<file path="src/hw/rtl/kbt_pkg.sv">
// Shared sizes, codes and the request token carried along the node cell chain.
package kbt_pkg;

  localparam int CAPACITY   = 128;
  localparam int IDX_W      = (CAPACITY > 1) ? $clog2(CAPACITY) : 1;
  localparam int CNT_W      = $clog2(CAPACITY + 1);
  localparam int KEY_W      = 8;
  localparam int NODE_IDX_W = 7;

  localparam logic       MODE_INSERT = 1'b0;
  localparam logic       MODE_SEARCH = 1'b1;

  localparam logic [1:0] SIDE_LEFT  = 2'd0;
  localparam logic [1:0] SIDE_RIGHT = 2'd1;
  localparam logic [1:0] SIDE_ROOT  = 2'd2;

  typedef enum logic [2:0] {
    ST_OK          = 3'd0,
    ST_FULL        = 3'd1,
    ST_NO_PARENT   = 3'd2,
    ST_SIDE_TAKEN  = 3'd3,
    ST_ROOT_EXISTS = 3'd4,
    ST_NOT_FOUND   = 3'd5
  } status_t;

  typedef struct packed {
    status_t            status;
    logic [IDX_W-1:0]   idx;
    logic               lp;
    logic [KEY_W-1:0]   lk;
    logic               rp;
    logic [KEY_W-1:0]   rk;
  } res_t;

  typedef struct packed {
    logic               valid;
    logic               srch;
    logic               full;
    logic [1:0]         side;
    logic [KEY_W-1:0]   pkey;
    logic [KEY_W-1:0]   nkey;
    logic               found;
    logic               done;
    res_t               res;
  } tok_t;

endpackage

</file>
<file path="src/hw/rtl/kbt_cell.sv">
// One table entry: key and child links, plus the request stage that passes to the next entry.
module kbt_cell
  import kbt_pkg::*;
(
  input  logic             clk,
  input  logic             rst_n,
  input  logic [IDX_W-1:0] cell_idx,
  input  logic [CNT_W-1:0] cnt,
  input  tok_t             tok_i,
  output tok_t             tok_o
);

  logic [KEY_W-1:0] key_r;
  logic             lv_r;
  logic [KEY_W-1:0] lk_r;
  logic             rv_r;
  logic [KEY_W-1:0] rk_r;
  tok_t             tok_r;
  tok_t             tok_nxt;

  logic             occ;
  logic [KEY_W-1:0] match_key;
  logic             hit;
  logic             alloc;
  logic             taken;
  logic             wr_left;
  logic             wr_right;

  assign occ       = CNT_W'(cell_idx) < cnt;
  assign match_key = tok_i.srch ? tok_i.nkey : tok_i.pkey;
  assign hit       = tok_i.valid & ~tok_i.done & ~tok_i.found & occ & (key_r == match_key);
  assign alloc     = tok_i.valid & ~tok_i.done & tok_i.found & ~tok_i.srch & ~occ;
  assign taken     = ((tok_i.side == SIDE_LEFT) & lv_r) | ((tok_i.side == SIDE_RIGHT) & rv_r);
  assign wr_left   = hit & ~tok_i.srch & ~tok_i.full & ~taken & (tok_i.side == SIDE_LEFT);
  assign wr_right  = hit & ~tok_i.srch & ~tok_i.full & ~taken & (tok_i.side == SIDE_RIGHT);

  always_comb begin
    tok_nxt = tok_i;
    if (hit) begin
      tok_nxt.found = 1'b1;
      if (tok_i.srch) begin
        tok_nxt.done       = 1'b1;
        tok_nxt.res.status = ST_OK;
        tok_nxt.res.idx    = cell_idx;
        tok_nxt.res.lp     = lv_r;
        tok_nxt.res.lk     = lv_r ? lk_r : '0;
        tok_nxt.res.rp     = rv_r;
        tok_nxt.res.rk     = rv_r ? rk_r : '0;
      end else if (tok_i.full) begin
        tok_nxt.done       = 1'b1;
        tok_nxt.res.status = ST_FULL;
      end else if (taken) begin
        tok_nxt.done       = 1'b1;
        tok_nxt.res.status = ST_SIDE_TAKEN;
      end
    end else if (alloc) begin
      tok_nxt.done       = 1'b1;
      tok_nxt.res.status = ST_OK;
      tok_nxt.res.idx    = cell_idx;
    end
  end

  always_ff @(posedge clk) begin
    if (!rst_n) begin
      tok_r.valid <= 1'b0;
    end else begin
      tok_r <= tok_nxt;
    end
  end

  always_ff @(posedge clk) begin
    if (alloc) begin
      key_r <= tok_i.nkey;
      lv_r  <= 1'b0;
      rv_r  <= 1'b0;
    end
    if (wr_left) begin
      lv_r <= 1'b1;
      lk_r <= tok_i.nkey;
    end
    if (wr_right) begin
      rv_r <= 1'b1;
      rk_r <= tok_i.nkey;
    end
  end

  assign tok_o = tok_r;

endmodule

</file>
<file path="config.mk">
export PLATFORM = sky130hd
export DESIGN_NAME = kbt_cell
export DESIGN_NICKNAME = d
export VERILOG_FILES = /design/src/hw/rtl/kbt_pkg.sv /design/src/hw/rtl/kbt_cell.sv
export SDC_FILE = /design/constraint.sdc
export NUM_CORES = 1
export LEC_CHECK = 0
export BUFFER_PORTS_ARGS = -buffer_cell sky130_fd_sc_hd__buf_2
export CAP_MARGIN = 20
export CORE_ASPECT_RATIO = 0.8
export CORE_MARGIN = 1.5
export CORE_UTILIZATION = 53
export DETAILED_ROUTE_END_ITERATION = 8
export HOLD_SLACK_MARGIN = 0.12
export PLACE_DENSITY = 0.87
export SKIP_CTS_REPAIR_TIMING = 1
export SYNTH_ARGS = -nofsm -noshare
export SYNTH_HDL_FRONTEND = slang
export SYNTH_SLANG_ARGS = --single-unit
</file>
<file path="constraint.sdc">
create_clock -name clk -period 6.2 [get_ports clk]
set_clock_uncertainty 0.15 [all_clocks]
set_input_delay 0.31 -clock clk [delete_from_list [all_inputs] [get_ports clk]]
set_output_delay 0.31 -clock clk [all_outputs]
set_load 0.03 [all_outputs]
</file>
==> results of run 1 <==
==> worst paths after layout <==
check             cells past startpoint  slack [ns]        end      start
hold reg to reg                       2        0.45   tok_o[7]    rk_r[7]
hold / removal                        3        0.11   tok_o[4]   tok_i[4]
setup reg to reg                      6        3.46  tok_o[20]   key_r[0]
setup / recovery                      8        3.23  tok_o[20]  tok_i[28]
==> flip-flops by register name, indices dropped and copies added, names as in the netlist <==
| name | flops |
|---|---|
| lk_r | 8 |
| rk_r | 8 |
| tok_o | 51 |
| lv_r | 1 |
| key_r | 8 |
| rv_r | 1 |
==> metrics by stage <==
| stage | setup WS, ns | cells | cell area (sq um) | hold WS [ns] | utilization |
|---|---|---|---|---|---|
| global route | 3.09 | 469 | 4540 | 0.122 | 0.768 |
| CTS | 3.37 | 425 | 4080 | -0.000348 | 0.690 |
| finish | 3.23 | 469 | 4540 | 0.108 | 0.768 |
| floorplan | 3.56 | 218 | 3260 | 0.259 | - |
| global placement | 3.10 | 409 | 3880 | 0.353 | 0.657 |
| detailed placement | 3.06 | 409 | 3880 | 0.364 | 0.657 |
==> kinds of logic after synthesis <==
family | count (synthesis) | synth area share
flip-flops | 77 | 0.701
AND/OR/NAND/NOR | 56 | 0.0922
multiplexers | 17 | 0.0630
XOR/XNOR | 8 | 0.0215
adder cells (fa/ha/maj) | 6 | 0.0231
buffers and inverters | 18 | 0.0307
AO/OA/AOI/OAI | 36 | 0.0684
==> layer usage <==
metal / up-vias / routed length (um) / global-route usage
li1: 1142 / - / -
met1: 1118 / 2850 / 0.236
met2: 133 / 3890 / 0.336
met3: 16 / 613 / 0.0781
met4: 0 / 138 / 0.0723
met5: - / 0 / 0
==> power by group through the flow <==
stage | registers (mW) | clock network (mW) | logic [mW]
3_5_place_dp | 0.633 | 0 | 0.170
2_1_floorplan | 0.680 | 0 | 0.0543
3_3_place_gp | 0.631 | 0 | 0.166
4_1_cts | 0.621 | 0.370 | 0.170
5_1_grt | 0.625 | 0.393 | 0.209
6_report | 0.622 | 0.367 | 0.195
==> worst register-to-register path: stages, from the launching register on <==
cell	delay [ns]
edfxtp_1	0.40
nor4b_1	0.32
mux2i_1	0.19
nor4_2	0.39
and2_2	0.25
a31o_1	0.44
mux2_4	0.34
==> cell usage in the layout (no fill, tap or decap), types with 2 or more instances in the layout <==
cell type and n:
or2_2 2, a21oi_1 3, edfxtp_1 74, o21ai_1 2
buf_2 118, clkbuf_8 9, dfxtp_1 3, inv_1 10
xnor2_1 7, nand2_1 35, mux2_4 7, o2111ai_1 2
clkinv_4 2, ha_1 6, nor3_1 2, clkinv_2 2
nor2_1 3, mux2i_1 10, dlygate4sd3_1 42, and2_2 2
nand2b_1 2, o21ai_0 19
==> layout make-up <==
cell class | instances | share of cell area
flip-flops and latches | 77 | 0.503
repair buffers | 162 | 0.232
multi-input cells | 123 | 0.192
clock buffers | 10 | 0.0281
well taps | 81 | 0.0223
clock inverters | 6 | 0.0143
inverters | 10 | 0.00827
==> results_dict.tcl, run 1 <==
set metrics [dict create \
    status "finished, final reports clean" \
    finalHoldViolations 0 \
    vias 2409 \
    finalSetupViolCount 0 \
    clock_path_buffers 2 \
    drive_gt1_frac 0.389 \
    async_flop_share 0 \
    critPathCaptureType "flop" \
    io_pins 119 \
    synth_nets 292 \
    ys.flop_type "edfxtp_1" \
    cts_max_level 3 \
    wirelength_um 7500 \
    synthCells 218 \
    vias_per_cell 5.14 \
    grt_use_total 0.200 \
    path_class "in2reg" \
    cts_buffers 9 \
    grt_max_degree 52 \
    core-area_sq_mm 0.00591 \
    maxSlewViolCount 0 \
    clock.fmax_mhz 337 \
    p_seq_frac 0.525 \
    total_power_mw 1.18 \
    grt_overflow 0 \
    fin_crit_sh 0.479 \
    p_sw_mw 0.318 \
    cp_max_fo 8 \
    syn_area_per_cell_sq_um 14.9 \
    start_util 0.551 \
    clkSinkCount 77 \
    internal_power_mw 0.866 \
    ys_seq_area_frac 0.701 \
    cts_tree "done" \
    synth_area_leaders "edfxtp_1 (68%), nand2_1 (4.0%), mux2_4 (3.2%), mux2i_1 (3.1%), o21ai_0 (2.9%)" \
    cp_top_family "simple AND/OR/NAND/NOR gates" \
    relSlewSlack 0.350 \
    grt_pass1_wl_um 9740 \
    slowest_delay_ns 0.54 \
    yosysTopAreaCellShare 0.683 \
    first_iter_violations 171 \
    synth_most_common_cell "edfxtp_1" \
    antenna_found_initial 0 \
    seq_area_sq_mm 0.00228 \
    setup_tns_ns 0 \
    fin_crit_ns 2.97 \
    slowest_stage "dlygate4sd3_1" \
    p_per_area_mw_per_mm2 261 \
    area_delta_synth_final_pct 39.5 \
    cts-root-buf "clkbuf_8" \
    synth_top_cell_by_area "edfxtp_1" \
    ir_worst_vdd_mv 0.130 \
    portBuffers 118 \
    synth_edf_count 74 \
    ys_ff_latch 77 \
    dieHeight_um 73.1 \
    cp.required_ns 6.14 \
    cp.buffers_inverters 2 \
    synth_area_sq_mm 0.00326 \
    first_global_vias 2007 \
    tightest_slew_ns 0.970 \
    cp.arrival_ns 2.91 \
    fillers 353 \
    p_clk_frac 0.310 \
    drv_cap 0 \
    power_leakage_nw 1.93 \
    yosys_warnings 0 \
    swShare 0.268 \
    drc 0 \
    num_antenna_cells 0 \
    ys_types 42 \
    first_pass_iters 4 \
    wire_per_inst_um 16.0 \
    clock_latency_ns 0.35 \
    gp_congestion 0.795 \
    pwr-share-comb 0.165 \
    std_cell_rows 25 \
    cp_cell_sequence "dlygate4sd3_1 > buf_2 > nor4b_1 > mux2i_1 > nor4_2 > and2_2 > a31o_1 > mux2_4" \
    multi_input_area_sq_um 873 \
    worstSetupStartpointType "primary input" \
    postRouteAntennaNets 0 \
    synthTopCellsByCount "edfxtp_1 (74), nand2_1 (35), o21ai_0 (19)" \
    fp.dieW_um 90.6 \
    die_area_sq_mm 0.00662 \
    hpwlAfterDp_um 4680 \
    rsz0062_at_grt "no" \
    clkTransAtPathRegs_ns 0.08 \
    hold_class "in2reg" \
    fin_nets 457 \
]
(Power assumes the default switching activity.)
==> run 2, diff against run 1 <==
--- a/config.mk
+++ b/config.mk
@@ -5,14 +5,15 @@
 export SDC_FILE = /design/constraint.sdc
 export NUM_CORES = 1
 export LEC_CHECK = 0
+export ABC_AREA = 1
 export BUFFER_PORTS_ARGS = -buffer_cell sky130_fd_sc_hd__buf_2
 export CAP_MARGIN = 20
 export CORE_ASPECT_RATIO = 0.8
 export CORE_MARGIN = 1.5
-export CORE_UTILIZATION = 53
+export CORE_UTILIZATION = 46
 export DETAILED_ROUTE_END_ITERATION = 8
 export HOLD_SLACK_MARGIN = 0.12
-export PLACE_DENSITY = 0.87
+export PLACE_DENSITY = 0.78
 export SKIP_CTS_REPAIR_TIMING = 1
 export SYNTH_ARGS = -nofsm -noshare
 export SYNTH_HDL_FRONTEND = slang
==> constraint.sdc (replaced) <==
create_clock -name clk -period 2.5 [get_ports clk]
set_clock_uncertainty 0.15 [all_clocks]
set_input_delay 0.125 -clock clk [delete_from_list [all_inputs] [get_ports clk]]
set_output_delay 0.125 -clock clk [all_outputs]
set_load 0.03 [all_outputs]
==> run 2 against run 1 <==
Against the previous run: routed wire length increased by 20%; sequential share of layout area decreased by 6.3 points; final area increased by 14%; flip-flop and latch count unchanged; core utilization decreased by 11 points; via count increased by 36%; global-route usage decreased by 0.16 points; die area increased by 33%; critical path depth increased by 4; synthesized area increased by 16%.
==> results_dict.tcl, run 2 <==
set metrics [dict create \
    die_area_sq_mm 0.00879 \
    grt_overflow 0 \
    clkSinkCount 77 \
    hold_class "in2reg" \
    antenna_found_initial 0 \
    mostFrequentLayoutCell "nand2_1" \
    drive_gt1_frac 0.285 \
    cts_buffers 9 \
    wirelength_um 9010 \
    clkTransAtPathRegs_ns 0.08 \
    cts_tree "done" \
    first_global_vias 2821 \
    ys_ff_latch 77 \
    synthCells 391 \
    drc 0 \
    ir_worst_vdd_mv 0.346 \
    hpwlAfterDp_um 6300 \
    dieHeight_um 84.2 \
    clock.fmax_mhz 427 \
    yosys_warnings 0 \
    vias 3286 \
    grt_use_total 0.198 \
    maxSlewViolCount 0 \
    yosysTopAreaCellShare 0.587 \
    std_cell_rows 29 \
    fin_crit_sh 0.937 \
    grt_max_degree 34 \
    path_class "in2reg" \
    critPathCaptureType "flop" \
    cp.required_ns 2.40 \
    status "finished, final reports clean" \
    final_cells 679 \
    finalHoldViolations 0 \
    ys_seq_area_frac 0.602 \
    core-area_sq_mm 0.00795 \
    mostFrequentLayoutCells "nand2_1 (143), buf_2 (118), edfxtp_1 (74), dlygate4sd3_1 (52), nand3_1 (47)" \
    async_flop_share 0 \
    largest_reg_flops 51 \
    wire_per_inst_um 13.3 \
    first_iter_violations 172 \
    synth_edf_count 74 \
    fin_nets 640 \
    num_antenna_cells 0 \
    fp.dieW_um 104 \
    cts-root-buf "clkbuf_8" \
    clock_latency_ns 0.35 \
    power_leakage_nw 2.46 \
    synth_area_sq_mm 0.00379 \
    cts_max_level 3 \
    cp.arrival_ns 2.24 \
    timing.hold.ws_ns 0.107 \
    place_area_sq_mm 0.00450 \
    area_delta_synth_final_pct 37.0 \
    drv_cap 0 \
    cp_max_fo 18 \
    io_pins 119 \
    worstSetupStartpointType "primary input" \
    ys.flop_type "edfxtp_1" \
    tightest_slew_ns 0.647 \
    grt_pass1_wl_um 13500 \
    postLayoutCellArea_sq_mm 0.00519 \
    synthTopCellsByCount "nand2_1 (143), edfxtp_1 (74), nand3_1 (47)" \
    clock_path_buffers 2 \
    start_util 0.477 \
    place_inst 611 \
    synth_most_common_cell "nand2_1" \
    total_power_mw 2.93 \
    fillers 633 \
    gp_congestion 0.867 \
    vias_per_cell 4.84 \
    synth_area_leaders "edfxtp_1 (59%), nand2_1 (14%), nand3_1 (6.2%), inv_1 (3.6%), ha_1 (2.0%)" \
    syn_area_per_cell_sq_um 9.69 \
    portBuffers 118 \
    ys_types 33 \
    postRouteAntennaNets 0 \
    setup_tns_ns 0 \
    synth_top_cell_by_area "edfxtp_1" \
    p_per_area_mw_per_mm2 564 \
    first_pass_iters 5 \
    relSlewSlack 0.569 \
    synth_nets 465 \
    fin_crit_ns 2.34 \
    finalSetupViolCount 0 \
]
## run 2: final timing paths
path / to / slack, ns / startpoint / depth (start not counted)
worst max-delay path: key_r[0] / 0.16 / cell_idx[1] / 12
worst min-delay path: tok_o[20] / 0.11 / cell_idx[2] / 4
worst max register to register: tok_o[22] / 0.60 / key_r[2] / 8
worst min register to register: tok_o[2] / 0.54 / rk_r[2] / 4
## run 2: worst max-delay path, cell delays in order
cell and delay [ns]:
dlygate4sd3_1 0.55, buf_2 0.15, ha_1 0.27, nand2_1 0.05
nand2_1 0.05, nand2_1 0.04, nand2_1 0.05, nand2_1 0.05
nand2_1 0.12, nand2_1 0.35, inv_1 0.20, buf_4 0.23
## run 2: logic make-up (layout without fill, tap and decap cells)
group                    Yosys count  in the layout  share of synthesized area
flip-flops                        77             77                      0.602
buffers and inverters             53            233                     0.0634
AND/OR/NAND/NOR                  218            218                      0.251
AO/OA/AOI/OAI                     37             37                     0.0634
adder cells (fa/ha/maj)            6              6                     0.0198
## run 2: metrics by stage
stage	utilization	setup slack, ns
final	0.653	0.158
after global routing	0.653	-0.0378
after CTS	0.588	0.621
after detailed placement	0.566	0.338
after global placement	0.566	0.413
after floorplan	-	0.515
## run 2: power breakdown
| group | internal, mW | switching, mW |
|---|---|---|
| Combinational | 0.216 | 0.353 |
| Clock | 0.361 | 0.460 |
| Sequential | 1.50 | 0.0371 |
## run 2: metal layers
metal | GRT usage | share of wire
met5 | 0 | 0
met4 | 0.0530 | 0.016
met3 | 0.0652 | 0.082
met2 | 0.319 | 0.48
met1 | 0.259 | 0.43
## run 2: final cells by class
class                           instances  area (sq um)  area share
Clock buffer                            9           124      0.0239
Sequential cell                        77          2280       0.440
Multi-Input combinational cell        261          1270       0.244
Timing Repair Buffer                  179          1190       0.229
Tap cell                              108           135      0.0260
Clock inverter                          7          50.0     0.00964
Inverter                               38           143      0.0275
==> run 3, diff against run 2 <==
--- a/config.mk
+++ b/config.mk
@@ -10,10 +10,11 @@
 export CAP_MARGIN = 20
 export CORE_ASPECT_RATIO = 0.8
 export CORE_MARGIN = 1.5
-export CORE_UTILIZATION = 46
+export CORE_UTILIZATION = 40
+export CTS_CLUSTER_DIAMETER = 60
 export DETAILED_ROUTE_END_ITERATION = 8
 export HOLD_SLACK_MARGIN = 0.12
-export PLACE_DENSITY = 0.78
+export PLACE_DENSITY = 0.67
 export SKIP_CTS_REPAIR_TIMING = 1
 export SYNTH_ARGS = -nofsm -noshare
 export SYNTH_HDL_FRONTEND = slang
==> constraint.sdc (replaced) <==
create_clock -name clk -period 2.45 [get_ports clk]
set_clock_uncertainty 0.15 [all_clocks]
set_input_delay 0.1225 -clock clk [delete_from_list [all_inputs] [get_ports clk]]
set_output_delay 0.1225 -clock clk [all_outputs]
set_load 0.03 [all_outputs]
==> run 3 against run 2 <==
Against the previous run: routed wire length rose by 3.7%; register-to-register slack worse by 0.02 ns; sequential share of layout area down 0.71 points.
==> results_dict.tcl, run 3 (synthesis gave the netlist of run 2 again) <==
set metrics [dict create \
    min_path_cells 5 \
    drive_gt1_frac 0.283 \
    utilization 0.579 \
    grt_use_total 0.176 \
    fin_nets 638 \
    largest_reg_flops 51 \
    first_iter_violations 171 \
    p_per_area_mw_per_mm2 643 \
    die_area_sq_mm 0.0101 \
    finalSetupViolCount 0 \
    setup_tns_ns 0 \
    hp-start "tok_i[18]" \
    reg2reg_from "key_r[0]" \
    vias_per_cell 4.69 \
    num_antenna_cells 0 \
    path_class "in2reg" \
    std_cell_rows 31 \
    place_area_sq_mm 0.00449 \
    worstSetupStartpointType "primary input" \
    cts_buffers 9 \
    postRouteAntennaNets 0 \
    dieHeight_um 90.0 \
    clock_path_buffers 2 \
    cts_max_level 3 \
    area_delta_synth_final_pct 39.3 \
    r2r_slack_ns 0.58 \
    start_util 0.416 \
    status "finished, final reports clean" \
    grt_pass1_wl_um 13800 \
    fin_crit_sh 0.844 \
    drc 0 \
    vias 3207 \
    grt_max_degree 35 \
    core-area_sq_mm 0.00911 \
    mostFrequentLayoutCell "nand2_1" \
    fin_crit_ns 2.07 \
    cp.required_ns 2.34 \
    cp.arrival_ns 1.96 \
    finalHoldViolations 0 \
    first_pass_iters 4 \
    hold_class "in2reg" \
    slowest_delay_ns 0.56 \
    portBuffers 118 \
    wirelength_um 9350 \
    mostFrequentLayoutCells "nand2_1 (143), buf_2 (118), edfxtp_1 (74), dlygate4sd3_1 (50), nand3_1 (47)" \
    io_pins 119 \
    clkSinkCount 77 \
    ir_worst_vdd_mv 0.507 \
    total_power_mw 3.39 \
    crit_top_cell "nor2_1" \
    gp_congestion 0.871 \
    cts-root-buf "clkbuf_16" \
    slowest_stage "dlygate4sd3_1" \
    grt_overflow 0 \
    postLayoutCellArea_sq_mm 0.00528 \
    tightest_slew_ns 0.532 \
    timing.hold.ws_ns 0.0616 \
    power_leakage_nw 2.49 \
    cp_cell_sequence "dlygate4sd3_1 > buf_2 > inv_1 > nand2_1 > nor2_1 > nand2_1 > nor2_1 > nand3_1 > nor2_2 > nand4_2 > nor2_1 > buf_4" \
    clock.fmax_mhz 484 \
    min_delay_worst_endpoint "tok_o[18]" \
    relSlewSlack 0.645 \
    first_global_vias 2854 \
    wire_per_inst_um 13.7 \
    reg2reg_depth 7 \
    rsz0062_at_grt "no" \
    clock_latency_ns 0.33 \
    clkTransAtPathRegs_ns 0.05 \
    cp_top_family "buffers and inverters" \
    antenna_found_initial 0 \
    r2r-end "lk_r[6]" \
    hpwlAfterDp_um 6630 \
    fp.dieW_um 112 \
    critPathCaptureType "flop" \
    drv_cap 0 \
    cp_max_fo 8 \
    cts_tree "done" \
    cp.buffers_inverters 4 \
    maxSlewViolCount 0 \
]
run 3: cell count changes in the layout (fill, tap and decap cells not counted), sizes merged:
cell,delta
clkinv,-1
bufinv,+1
dlygate4sd3,-2
clkbuf,+1
inv,-1
run 3: stage by stage:
| step | worst slack [ns] | instances |
|---|---|---|
| 2_1_floorplan | 0.468 | 391 |
| 3_5_place_dp | 0.259 | 618 |
| 3_3_place_gp | 0.312 | 618 |
| 5_1_grt | 0.126 | 684 |
| 6_report | 0.382 | 684 |
| 4_1_cts | 0.565 | 634 |
run 3: how the worst max path moves through the flow:
| stage | start | endpoint | slack [ns] | cells after the start |
|---|---|---|---|---|
| 4_1_cts | key_r[0] | lk_r[6] | 0.56 | 7 |
| 5_1_grt | tok_i[28] | rv_r | 0.13 | 10 |
| 2_1_floorplan | tok_i[49] | rk_r[0] | 0.47 | 11 |
| 3_5_place_dp | cell_idx[5] | rv_r | 0.26 | 11 |
| 6_report | tok_i[28] | lk_r[6] | 0.38 | 12 |
| 3_3_place_gp | cell_idx[5] | rv_r | 0.31 | 11 |
run 3: area by class of cell:
cell class	count	area [sq um]
Clock inverter	6	53.8
Multi-Input combinational cell	261	1270
Tap cell	115	144
Inverter	38	143
Sequential cell	77	2280
Fill cell	803	3840
Clock buffer	10	229
Timing Repair Buffer	177	1160
run 3: worst min-delay path: cells and delay by family:
| kind | cells | cell delay [ns] |
|---|---|---|
| AND/OR/NAND/NOR | 2 | 0.09 |
| AO/OA/AOI/OAI | 2 | 0.13 |
| buffers and inverters | 1 | 0.09 |
run 3: routing by layer:
layer	GRT usage	wire length [um]	up-vias
met5	0	0	-
li1	-	-	1653
met2	0.280	4430	103
met4	0.0390	103	0
met1	0.232	4260	1442
met3	0.0593	554	9
run 3: power breakdown:
group          leakage (nW)  total [mW]  internal, mW  switching [mW]
registers             0.730        1.57          1.53          0.0396
logic                  1.63       0.579         0.216           0.363
clock network         0.135        1.24         0.775           0.469
total                  2.49        3.39          2.52           0.871
